===== config.mk =====
export PLATFORM = sky130hd
export DESIGN_NAME = binary_arithmetic_encoder_flat
export DESIGN_NICKNAME = d
export VERILOG_FILES = /design/src/rtl/bae_pkg.sv /design/src/rtl/bae_in_if.sv /design/src/rtl/bae_out_if.sv /design/src/rtl/bae_ctrl.sv /design/src/rtl/bae_dp.sv /design/src/rtl/binary_arithmetic_encoder.sv /design/src/flat_wrapper.sv
export SDC_FILE = /design/constraint.sdc
export NUM_CORES = 2
export LEC_CHECK = 0
export ABC_AREA = 1
export BUFFER_PORTS_ARGS = -buffer_cell sky130_fd_sc_hd__buf_2
export CAP_MARGIN = 10
export CELL_PAD_IN_SITES_DETAIL_PLACEMENT = 1
export CELL_PAD_IN_SITES_GLOBAL_PLACEMENT = 2
export CORE_ASPECT_RATIO = 2
export CORE_MARGIN = 2
export CORE_UTILIZATION = 43
export DETAILED_ROUTE_END_ITERATION = 6
export PLACE_DENSITY_LB_ADDON = 0.1
export SKIP_LAST_GASP = 1
export SLEW_MARGIN = 20
export SYNTH_ARGS = -nofsm -noshare
export SYNTH_HDL_FRONTEND = slang
export SYNTH_HIERARCHICAL = 1
export SYNTH_SLANG_ARGS = --single-unit
export TNS_END_PERCENT = 5

===== constraint.sdc =====
create_clock -name clk -period 14.4 [get_ports clk]
set_input_delay 0.72 -clock clk [delete_from_list [all_inputs] [get_ports clk]]
set_output_delay 0.72 -clock clk [all_outputs]
set_load 0.05 [all_outputs]

===== src/rtl/bae_pkg.sv =====
// Shared types and constants for the binary arithmetic encoder.
// No dependencies; every other file of the block imports this package.
`default_nettype none

package bae_pkg;

	// Fixed widths of the channel fields
	localparam int FIELD_W      = 16;
	localparam int FOLLOW_W     = 16;

	// Defaults for the top-level parameters
	localparam int PRECISION_DEF = 32;
	localparam int COUNT_DEF     = 16;
	localparam int PENDING_DEF   = 16;

	// Input command codes
	localparam logic CMD_ENCODE = 1'b0;
	localparam logic CMD_FINISH = 1'b1;

	// Commands from the controller to the datapath
	typedef struct packed {
		logic load;        // capture the accepted input word
		logic mul_hi;      // range * cum_high into the upper-bound divider
		logic mul_lo;      // range * cum_low into the lower-bound divider
		logic div_step;    // two quotient bits in both dividers
		logic bounds_upd;  // narrow the bounds from the quotients
		logic shift_emit;  // emit the matching top bit and shift both bounds
		logic e3_step;     // middle-half scaling step
		logic flush_emit;  // emit the top bit of the low bound and shift it
		logic clear_state; // return bounds and pending count to reset values
		logic cnt_clr;     // clear the step counter
		logic cnt_inc;     // advance the step counter
	} bae_cmd_t;

	// Status from the datapath to the controller
	typedef struct packed {
		logic tot_zero;    // captured total count is zero
		logic div_done;    // last divider step in progress
		logic top_match;   // both bounds agree on their top bit
		logic last_shift;  // this shift leaves the top bits different
		logic e3_ok;       // middle-half condition holds and steps remain
		logic flush_last;  // this flush bit is the last one
		logic can_emit;    // output register free or being drained
	} bae_stat_t;

endpackage

`default_nettype wire


===== src/rtl/bae_in_if.sv =====
// Input channel of the encoder: one symbol interval or finish command per word.
// Depends on bae_pkg for the field widths.
`default_nettype none

interface bae_in_if;
	import bae_pkg::*;

	logic               valid;
	logic               ready;
	logic               cmd;
	logic [FIELD_W-1:0] cum_low;
	logic [FIELD_W-1:0] cum_high;
	logic [FIELD_W-1:0] total_count;

	modport source (output valid, cmd, cum_low, cum_high, total_count, input ready);
	modport sink   (input valid, cmd, cum_low, cum_high, total_count, output ready);
endinterface

`default_nettype wire


===== src/rtl/bae_out_if.sv =====
// Output channel of the encoder: one code bit with its follow count per word.
// Depends on bae_pkg for the field widths.
`default_nettype none

interface bae_out_if;
	import bae_pkg::*;

	logic                valid;
	logic                ready;
	logic                out_bit;
	logic [FOLLOW_W-1:0] follow_count;
	logic                last;

	modport source (output valid, out_bit, follow_count, last, input ready);
	modport sink   (input valid, out_bit, follow_count, last, output ready);
endinterface

`default_nettype wire


===== src/rtl/bae_ctrl.sv =====
// Controller state machine of the encoder: sequences multiply, divide,
// bound update, bit shifting, middle-half scaling and flush. Uses bae_pkg.
`default_nettype none

module bae_ctrl import bae_pkg::*; (
	input  wire logic      clk,
	input  wire logic      arst_n,
	input  wire logic      accept,
	input  wire logic      fin,
	input  wire bae_stat_t stat,
	output logic           idle,
	output bae_cmd_t       cmd
);

	typedef enum logic [7:0] {
		ST_IDLE   = 8'b0000_0001,
		ST_MUL_HI = 8'b0000_0010,
		ST_MUL_LO = 8'b0000_0100,
		ST_DIV    = 8'b0000_1000,
		ST_UPDATE = 8'b0001_0000,
		ST_SHIFT  = 8'b0010_0000,
		ST_SCALE  = 8'b0100_0000,
		ST_FLUSH  = 8'b1000_0000
	} bae_state_t;

	bae_state_t state_q, state_d;

	// Advance the state
	always_ff @(posedge clk or negedge arst_n) begin
		if (!arst_n) begin
			state_q <= ST_IDLE;
		end else begin
			state_q <= state_d;
		end
	end

	// Next state and datapath commands
	always_comb begin
		state_d = state_q;
		cmd     = '0;
		case (state_q)
			ST_IDLE: begin
				cmd.cnt_clr = 1'b1;
				if (accept) begin
					cmd.load = 1'b1;
					state_d  = (fin == CMD_FINISH) ? ST_FLUSH : ST_MUL_HI;
				end
			end
			ST_MUL_HI: begin
				// drop an item with a zero total count
				if (stat.tot_zero) begin
					state_d = ST_IDLE;
				end else begin
					cmd.mul_hi = 1'b1;
					state_d    = ST_MUL_LO;
				end
			end
			ST_MUL_LO: begin
				cmd.mul_lo  = 1'b1;
				cmd.cnt_clr = 1'b1;
				state_d     = ST_DIV;
			end
			ST_DIV: begin
				cmd.div_step = 1'b1;
				cmd.cnt_inc  = 1'b1;
				if (stat.div_done) begin
					state_d = ST_UPDATE;
				end
			end
			ST_UPDATE: begin
				cmd.bounds_upd = 1'b1;
				state_d        = ST_SHIFT;
			end
			ST_SHIFT: begin
				cmd.cnt_clr = 1'b1;
				if (!stat.top_match) begin
					state_d = ST_SCALE;
				end else if (stat.can_emit) begin
					cmd.shift_emit = 1'b1;
					if (stat.last_shift) begin
						state_d = ST_SCALE;
					end
				end
			end
			ST_SCALE: begin
				if (stat.e3_ok) begin
					cmd.e3_step = 1'b1;
					cmd.cnt_inc = 1'b1;
				end else begin
					state_d = ST_IDLE;
				end
			end
			ST_FLUSH: begin
				if (stat.can_emit) begin
					cmd.flush_emit = 1'b1;
					cmd.cnt_inc    = 1'b1;
					if (stat.flush_last) begin
						cmd.clear_state = 1'b1;
						state_d         = ST_IDLE;
					end
				end
			end
			default: begin
				state_d = ST_IDLE;
			end
		endcase
	end

	assign idle = (state_q == ST_IDLE);

endmodule

`default_nettype wire


===== src/rtl/bae_dp.sv =====
// Datapath of the encoder: bounds, pending count, shared multiplier, two
// radix-4 restoring dividers, step counter and output register. Uses bae_pkg.
`default_nettype none

module bae_dp import bae_pkg::*; #(
	parameter int PRECISION_BITS = PRECISION_DEF,
	parameter int COUNT_BITS     = COUNT_DEF,
	parameter int PENDING_BITS   = PENDING_DEF
) (
	input  wire logic                clk,
	input  wire logic                arst_n,
	input  wire bae_cmd_t            cmd,
	output bae_stat_t                stat,
	input  wire logic [FIELD_W-1:0]  cum_low,
	input  wire logic [FIELD_W-1:0]  cum_high,
	input  wire logic [FIELD_W-1:0]  total_count,
	input  wire logic                out_ready,
	output logic                     out_valid,
	output logic                     out_bit,
	output logic [FOLLOW_W-1:0]      follow_count,
	output logic                     out_last
);

	localparam int P       = PRECISION_BITS;
	localparam int C       = COUNT_BITS;
	localparam int PB      = PENDING_BITS;
	localparam int DW      = P + 1 + C;            // product width
	localparam int DIV_CYC = (DW + 1) / 2;         // two quotient bits a cycle
	localparam int DWP     = 2 * DIV_CYC;          // dividend padded to even
	localparam int MAXC    = (DIV_CYC > P) ? DIV_CYC : P;
	localparam int CNT_W   = $clog2(MAXC + 1);

	logic [P-1:0]     low_q, high_q;
	logic [PB-1:0]    pend_q;
	logic [C-1:0]     clo_q, chi_q, tot_q;
	logic [CNT_W-1:0] cnt_q;
	logic [DWP-1:0]   dvd_q  [2];
	logic [C-1:0]     rem_q  [2];
	logic [P-1:0]     quo_q  [2];
	logic [DWP-1:0]   dvd_d  [2];
	logic [C-1:0]     rem_d  [2];
	logic [P-1:0]     quo_d  [2];

	logic [P:0]       range;
	logic [C-1:0]     mul_b;
	logic [DW-1:0]    prod;
	logic [FOLLOW_W-1:0] follow;
	logic             emit, e3_cond;

	// Capture the symbol interval of an accepted word
	always_ff @(posedge clk) begin
		if (cmd.load) begin
			clo_q <= cum_low[C-1:0];
			chi_q <= cum_high[C-1:0];
			tot_q <= total_count[C-1:0];
		end
	end

	// Width of the current interval, one more than the bound difference
	assign range = {1'b0, high_q} - {1'b0, low_q} + {{P{1'b0}}, 1'b1};

	// Shared multiplier, one operand per cycle
	assign mul_b = cmd.mul_hi ? chi_q : clo_q;
	assign prod  = {{C{1'b0}}, range} * {{(P+1){1'b0}}, mul_b};

	// Two restoring division steps per lane
	always_comb begin
		logic [C:0] trial;
		logic [C:0] diff;
		for (int l = 0; l < 2; l++) begin
			dvd_d[l] = dvd_q[l];
			rem_d[l] = rem_q[l];
			quo_d[l] = quo_q[l];
			for (int k = 0; k < 2; k++) begin
				trial    = {rem_d[l], dvd_d[l][DWP-1]};
				diff     = trial - {1'b0, tot_q};
				dvd_d[l] = {dvd_d[l][DWP-2:0], 1'b0};
				if (trial >= {1'b0, tot_q}) begin
					rem_d[l] = diff[C-1:0];
					quo_d[l] = {quo_d[l][P-2:0], 1'b1};
				end else begin
					rem_d[l] = trial[C-1:0];
					quo_d[l] = {quo_d[l][P-2:0], 1'b0};
				end
			end
		end
	end

	// Load dividends from the multiplier, then iterate both lanes
	always_ff @(posedge clk) begin
		if (cmd.mul_hi) begin
			dvd_q[0] <= DWP'(prod);
			rem_q[0] <= '0;
			quo_q[0] <= '0;
		end else if (cmd.div_step) begin
			dvd_q[0] <= dvd_d[0];
			rem_q[0] <= rem_d[0];
			quo_q[0] <= quo_d[0];
		end
		if (cmd.mul_lo) begin
			dvd_q[1] <= DWP'(prod);
			rem_q[1] <= '0;
			quo_q[1] <= '0;
		end else if (cmd.div_step) begin
			dvd_q[1] <= dvd_d[1];
			rem_q[1] <= rem_d[1];
			quo_q[1] <= quo_d[1];
		end
	end

	// Step counter for division, scaling and flush
	always_ff @(posedge clk or negedge arst_n) begin
		if (!arst_n) begin
			cnt_q <= '0;
		end else if (cmd.cnt_clr) begin
			cnt_q <= '0;
		end else if (cmd.cnt_inc) begin
			cnt_q <= cnt_q + {{(CNT_W-1){1'b0}}, 1'b1};
		end
	end

	// Bounds: narrow, shift out, scale the middle half, flush, clear
	always_ff @(posedge clk or negedge arst_n) begin
		if (!arst_n) begin
			low_q  <= '0;
			high_q <= '1;
		end else if (cmd.clear_state) begin
			low_q  <= '0;
			high_q <= '1;
		end else if (cmd.bounds_upd) begin
			high_q <= low_q + quo_q[0] - {{(P-1){1'b0}}, 1'b1};
			low_q  <= low_q + quo_q[1];
		end else if (cmd.shift_emit) begin
			low_q  <= {low_q[P-2:0], 1'b0};
			high_q <= {high_q[P-2:0], 1'b1};
		end else if (cmd.e3_step) begin
			low_q  <= {~low_q[P-2], low_q[P-3:0], 1'b0};
			high_q <= {~high_q[P-2], high_q[P-3:0], 1'b1};
		end else if (cmd.flush_emit) begin
			low_q  <= {low_q[P-2:0], 1'b0};
		end
	end

	// Pending opposite bits: hand over on emit, saturate on scaling
	always_ff @(posedge clk or negedge arst_n) begin
		if (!arst_n) begin
			pend_q <= '0;
		end else if (emit || cmd.clear_state) begin
			pend_q <= '0;
		end else if (cmd.e3_step && !(&pend_q)) begin
			pend_q <= pend_q + {{(PB-1){1'b0}}, 1'b1};
		end
	end

	// Clamp the pending count to the follow field
	generate
		if (PB > FOLLOW_W) begin : g_follow_sat
			assign follow = (|pend_q[PB-1:FOLLOW_W]) ? '1 : pend_q[FOLLOW_W-1:0];
		end else begin : g_follow_ext
			assign follow = FOLLOW_W'(pend_q);
		end
	endgenerate

	assign emit = cmd.shift_emit || cmd.flush_emit;

	// Output register, refilled while the previous word is taken
	always_ff @(posedge clk or negedge arst_n) begin
		if (!arst_n) begin
			out_valid <= 1'b0;
		end else if (emit) begin
			out_valid <= 1'b1;
		end else if (out_ready) begin
			out_valid <= 1'b0;
		end
	end

	always_ff @(posedge clk) begin
		if (emit) begin
			out_bit      <= low_q[P-1];
			follow_count <= follow;
			out_last     <= cmd.flush_emit ? stat.flush_last : stat.last_shift;
		end
	end

	// Status back to the controller
	assign e3_cond = low_q[P-2] && !high_q[P-2];

	always_comb begin
		stat            = '0;
		stat.tot_zero   = (tot_q == '0);
		stat.div_done   = (cnt_q == CNT_W'(DIV_CYC - 1));
		stat.top_match  = (low_q[P-1] == high_q[P-1]);
		stat.last_shift = (low_q[P-2] != high_q[P-2]);
		stat.e3_ok      = e3_cond && (cnt_q != CNT_W'(P));
		stat.flush_last = (cnt_q == CNT_W'(P - 1));
		stat.can_emit   = !out_valid || out_ready;
	end

endmodule

`default_nettype wire


===== src/rtl/binary_arithmetic_encoder.sv =====
// Top level of the binary arithmetic encoder: controller plus datapath.
// Depends on bae_pkg, bae_in_if, bae_out_if, bae_ctrl and bae_dp.
//
// Integer arithmetic encoder with E1/E2/E3 scaling. Each word on sym is
// either an encode (cmd 0: the symbol interval cum_low..cum_high out of
// total_count) or a finish (cmd 1). The block narrows its PRECISION_BITS
// bounds, then sends one word on code for every top bit the bounds share:
// the bit and the count of opposite bits to follow it; last marks the final
// word of an item, and an encode that shifts nothing yields no word at all.
// A finish sends PRECISION_BITS words of the low bound and resets the state.
// One item is taken at a time. An encode multiplies, runs the two radix-4
// dividers, narrows the bounds, then shifts out bits and takes middle-half
// steps. An item with a zero total count is dropped. Output stalls hold the
// block but never lose a word.
`default_nettype none

module binary_arithmetic_encoder import bae_pkg::*; #(
	parameter int PRECISION_BITS = PRECISION_DEF,
	parameter int COUNT_BITS     = COUNT_DEF,
	parameter int PENDING_BITS   = PENDING_DEF
) (
	input wire logic  clk,
	input wire logic  arst_n,
	bae_in_if.sink    sym,
	bae_out_if.source code
);

	bae_cmd_t  cmd;
	bae_stat_t stat;
	logic      idle;
	logic      accept;

	// Take a word only while the controller is idle
	assign sym.ready = idle;
	assign accept    = sym.valid && idle;

	bae_ctrl u_ctrl (
		.clk    (clk),
		.arst_n (arst_n),
		.accept (accept),
		.fin    (sym.cmd),
		.stat   (stat),
		.idle   (idle),
		.cmd    (cmd)
	);

	bae_dp #(
		.PRECISION_BITS (PRECISION_BITS),
		.COUNT_BITS     (COUNT_BITS),
		.PENDING_BITS   (PENDING_BITS)
	) u_dp (
		.clk          (clk),
		.arst_n       (arst_n),
		.cmd          (cmd),
		.stat         (stat),
		.cum_low      (sym.cum_low),
		.cum_high     (sym.cum_high),
		.total_count  (sym.total_count),
		.out_ready    (code.ready),
		.out_valid    (code.valid),
		.out_bit      (code.out_bit),
		.follow_count (code.follow_count),
		.out_last     (code.last)
	);

endmodule

`default_nettype wire

===== src/flat_wrapper.sv =====
// flat-port wrapper written by rule: the top's interface ports become plain ports
module binary_arithmetic_encoder_flat import bae_pkg::*;
#(
	parameter int PRECISION_BITS = PRECISION_DEF,
	parameter int COUNT_BITS     = COUNT_DEF,
	parameter int PENDING_BITS   = PENDING_DEF
)
  (clk, arst_n, sym_valid, sym_cmd, sym_cum_low, sym_cum_high, sym_total_count, sym_ready, code_valid, code_out_bit, code_follow_count, code_last, code_ready);
  bae_in_if sym_i ();
  bae_out_if code_i ();
  input wire logic clk;
  input wire logic arst_n;
  input wire logic [$bits(sym_i.valid)-1:0] sym_valid;
  input wire logic [$bits(sym_i.cmd)-1:0] sym_cmd;
  input wire logic [$bits(sym_i.cum_low)-1:0] sym_cum_low;
  input wire logic [$bits(sym_i.cum_high)-1:0] sym_cum_high;
  input wire logic [$bits(sym_i.total_count)-1:0] sym_total_count;
  output wire logic [$bits(sym_i.ready)-1:0] sym_ready;
  output wire logic [$bits(code_i.valid)-1:0] code_valid;
  output wire logic [$bits(code_i.out_bit)-1:0] code_out_bit;
  output wire logic [$bits(code_i.follow_count)-1:0] code_follow_count;
  output wire logic [$bits(code_i.last)-1:0] code_last;
  input wire logic [$bits(code_i.ready)-1:0] code_ready;
  assign sym_i.valid = sym_valid;
  assign sym_i.cmd = sym_cmd;
  assign sym_i.cum_low = sym_cum_low;
  assign sym_i.cum_high = sym_cum_high;
  assign sym_i.total_count = sym_total_count;
  assign sym_ready = sym_i.ready;
  assign code_valid = code_i.valid;
  assign code_out_bit = code_i.out_bit;
  assign code_follow_count = code_i.follow_count;
  assign code_last = code_i.last;
  assign code_i.ready = code_ready;
  binary_arithmetic_encoder #(.PRECISION_BITS(PRECISION_BITS), .COUNT_BITS(COUNT_BITS), .PENDING_BITS(PENDING_BITS)) u_core (.clk(clk), .arst_n(arst_n), .sym(sym_i), .code(code_i));
endmodule

==> results by group <==
Finish
  • P&R area growth vs syn: 7.54%
  • Most common cell after layout, fill and taps aside: nand2_1
  • Final Net Count: roughly 6.4k
  • Commonest cells after routing, fill and taps aside: 1157 x nand2_1, 1014 x inv_1, 644 x nor2_1, 439 x fa_1, 368 x nand3_1
  • Fraction of layout cells with a size suffix above 1: under 10%

Timing
  • Final hold violations: 0
  • Max-slew headroom at the worst pin: a little over a quarter
  • Final setup violation count: 0
  • Final slew viol count: 0
  • Period utilization: between 60% and 70%
  • Layout Skew: roughly 0.066 ns
  • RSZ-0062 raised after global routing: false
  • Worst-Margin Slew: around 1.1 ns
  • Setup TNS: 0 ns
  • Final worst setup slack: between 4 and 5 ns
  • Achievable Freq: ~0.1 GHz
  • Min Tclk post-route: about 10 ns

Routing
  • Antenna viol nets, final: 0
  • WL per Instance: 25.9 µm
  • Iter 0 DRT Violations: 1853
  • Vias per cell: 5.61
  • Total wire length: roughly 180000 µm
  • DRC viols: 0
  • DR pass1 iterations: 5
  • Routed vias: about 39k

Placed design
  • Pre-CTS setup slack: 4.54 ns
  • Port Buffers: 72
  • Gp weighted congestion: around 1
  • HPWL after DPL: approximately 150000 µm

Setup path
  • CP max FO: 24
  • R2r startpoint: u_core/u_dp/tot_q[15]
  • CP arrival: about 10 ns
  • Largest stage delay on the critical path: ~0.85 ns
  • Worst path most repeated cell: inv_1
  • CP Launch Type: register
  • Slowest-stage cell, CP: nor4_1
  • Worst Setup SP: u_core/u_dp/tot_q[15]
  • Critical Path RT: 14.72 ns
  • CP Class: register to register
  • Kind of end point of the critical path: register

CTS
  • Setup bufs post-CTS: 0
  • CTS sink cnt: 357
  • Root Driver: clkbuf_16
  • Clock latency on the worst-skew pair: 0.63 ns
  • Clk buf depth: 3
  • CTS Hold Bufs: 0
  • CTS tree: built
  • Clk slew on worst S/H paths: approximately 0.07 ns
  • Resize count post-CTS: 0
  • Num CTS Buffers: 39
  • H-tree Lvls: 2

Global route
  • Largest net degree at the start of global routing: 86
  • Initial antenna violation count: 3
  • Vias in the first global route: ~44k
  • First-pass GRT wire length: 266000 µm
  • Gr ovfl total: 0
  • GRT Total Usage: 35.6%

Yosys
  • Sequential fraction of the synthesis area: between 20% and 30%
  • Adder-cell share of the synthesized area: about 30%
  • Post-synthesis xor/xnor area fraction: 2.25%
  • Post-Syn Instances: between 5k and 6k
  • Post-Syn Nets: 6384
  • Mapped Avg Cell Area: 7.75 µm²
  • Main combinational cell family by area after synthesis: adder cells
  • Synth Flop Type: edfxtp_1
  • Compound-Gate Fraction of Synth Area: roughly 8.8%
  • Netlist cell types: 67
  • Post-synthesis simple-gate area fraction: 24.0%
  • Async SR Flop Fraction: approximately a quarter
  • Warnings, synthesis: 6
  • EDFF count, synth: between 200 and 300
  • Post-Syn Area: 43000 µm²
  • Flops & latches, synth: 357
  • Post-synthesis mux area share: 0%

Die
  • Starting Density: 43.2%
  • Chip width: 228 µm
  • Die area: a little over 100000 µm²
  • DIE HEIGHT: 451 µm
  • # rows: between 150 and 200
  • IO Pins: 73
  • Core outline area: around 100000 µm²

Job
  • Max-Cap Viols: 0

Run status
  • Status: finished clean

Min path
  • Worst hold path class: primary input to asynchronous set/reset pin
[metrics by stage]
step / area, µm² / hold slack, ns / utilization [%] / instances
global route: 46200 / 0.0368 / 46.5 / 6942
global placement: 45000 / 0.463 / 45.2 / 6871
detailed placement: 45000 / 0.477 / 45.2 / 6871
CTS: 46200 / 0.00517 / 46.5 / 6941
floorplan: 43000 / 0.424 / - / 5548
finish: 46200 / 0.0309 / 46.5 / 6943
[routing by layer]
layer / up-vias / global-route usage [%] / routed length [µm]
met2: 1137 / 67.0 / 95700
li1: 17627 / - / -
met3: 758 / 4.19 / 6150
met5: - / 0 / 9
met4: 2 / 35.4 / 22100
met1: 19421 / 31.4 / 55700
[critical path, delay by kind of cell, from the launching register on]
family,cells,cell delay (ns)
and+or+nand+nor,15,3.33
adders and majority gates,7,3.63
DFF,1,0.37
buffers and inverters,11,2.20
AOI/OAI and AO/OA,1,0.11
[area by class of cell]
| class | instances | area, µm² |
|---|---|---|
| clock inverters | 26 | 235 |
| well taps | 1328 | 1660 |
| inverters | 1039 | 3910 |
| repair buffers | 144 | 903 |
| multi-input cells | 4003 | 28300 |
| fillers | 12418 | 53300 |
| diodes | 2 | 5.00 |
| clock buffers | 44 | 1000 |
| flip-flops and latches | 357 | 10300 |
[synthesized netlist by cell type (38+ instances only)]
cell type / instances / area [µm²]
xor2_1: 59 / 517
ha_1: 344 / 4300
inv_1: 1015 / 3810
nor3_1: 51 / 255
clkbuf_1: 98 / 368
nand3_1: 368 / 1840
nor2_1: 648 / 2430
a21oi_1: 333 / 1670
nand2_1: 1159 / 4350
o21ai_0: 209 / 1050
edfxtp_1: 260 / 7810
nand4_1: 66 / 413
nand3b_1: 38 / 285
dfrtp_1: 62 / 1550
xnor2_1: 41 / 359
fa_1: 439 / 8790
[worst paths after layout]
check,depth (start not counted),slack [ns],endpoint
max in group asynchronous,3,12.78,u_core/u_dp/low_q[7]
worst min register to register,2,0.48,u_core/u_dp/dvd_q[1][0]
worst min-delay path,1,0.03,u_core/u_dp/cnt_q[1]
worst max-delay path,34,4.42,u_core/u_dp/dvd_q[0][46]
worst max register to register,34,4.42,u_core/u_dp/dvd_q[0][46]
min in group clk,1,0.26,u_core/u_dp/clo_q[12]
[logic make-up (layout without fill, tap and decap cells)]
family | after synthesis | in the layout
compound gates | 688 | 688
simple gates | 2427 | 2427
flops | 357 | 357
xor+xnor | 105 | 105
fa+ha+maj | 783 | 783
buf+inv | 1188 | 1253
other cells | 0 | 2
[flip-flops by register name, summed over array words and instances, names as in the netlist]
signal                    count
u_core/u_ctrl/state_q         8
u_core/u_dp/high_q           32
u_core/u_dp/clo_q            16
u_core/u_dp/cnt_q             6
u_core/u_dp/follow           16
u_core/u_dp/quo_q            64
u_core/u_dp/out_bit           1
u_core/u_dp/dvd_q           100
u_core/u_dp/out_valid         1
u_core/u_dp/chi_q            16
u_core/u_dp/follow_count     16
u_core/u_dp/low_q            32
u_core/u_dp/rem_q            32
u_core/u_dp/out_last          1
u_core/u_dp/tot_q            16
Power is not shown: default switching activity piles up to over one toggle a cycle in this logic, so the estimate is an artifact.
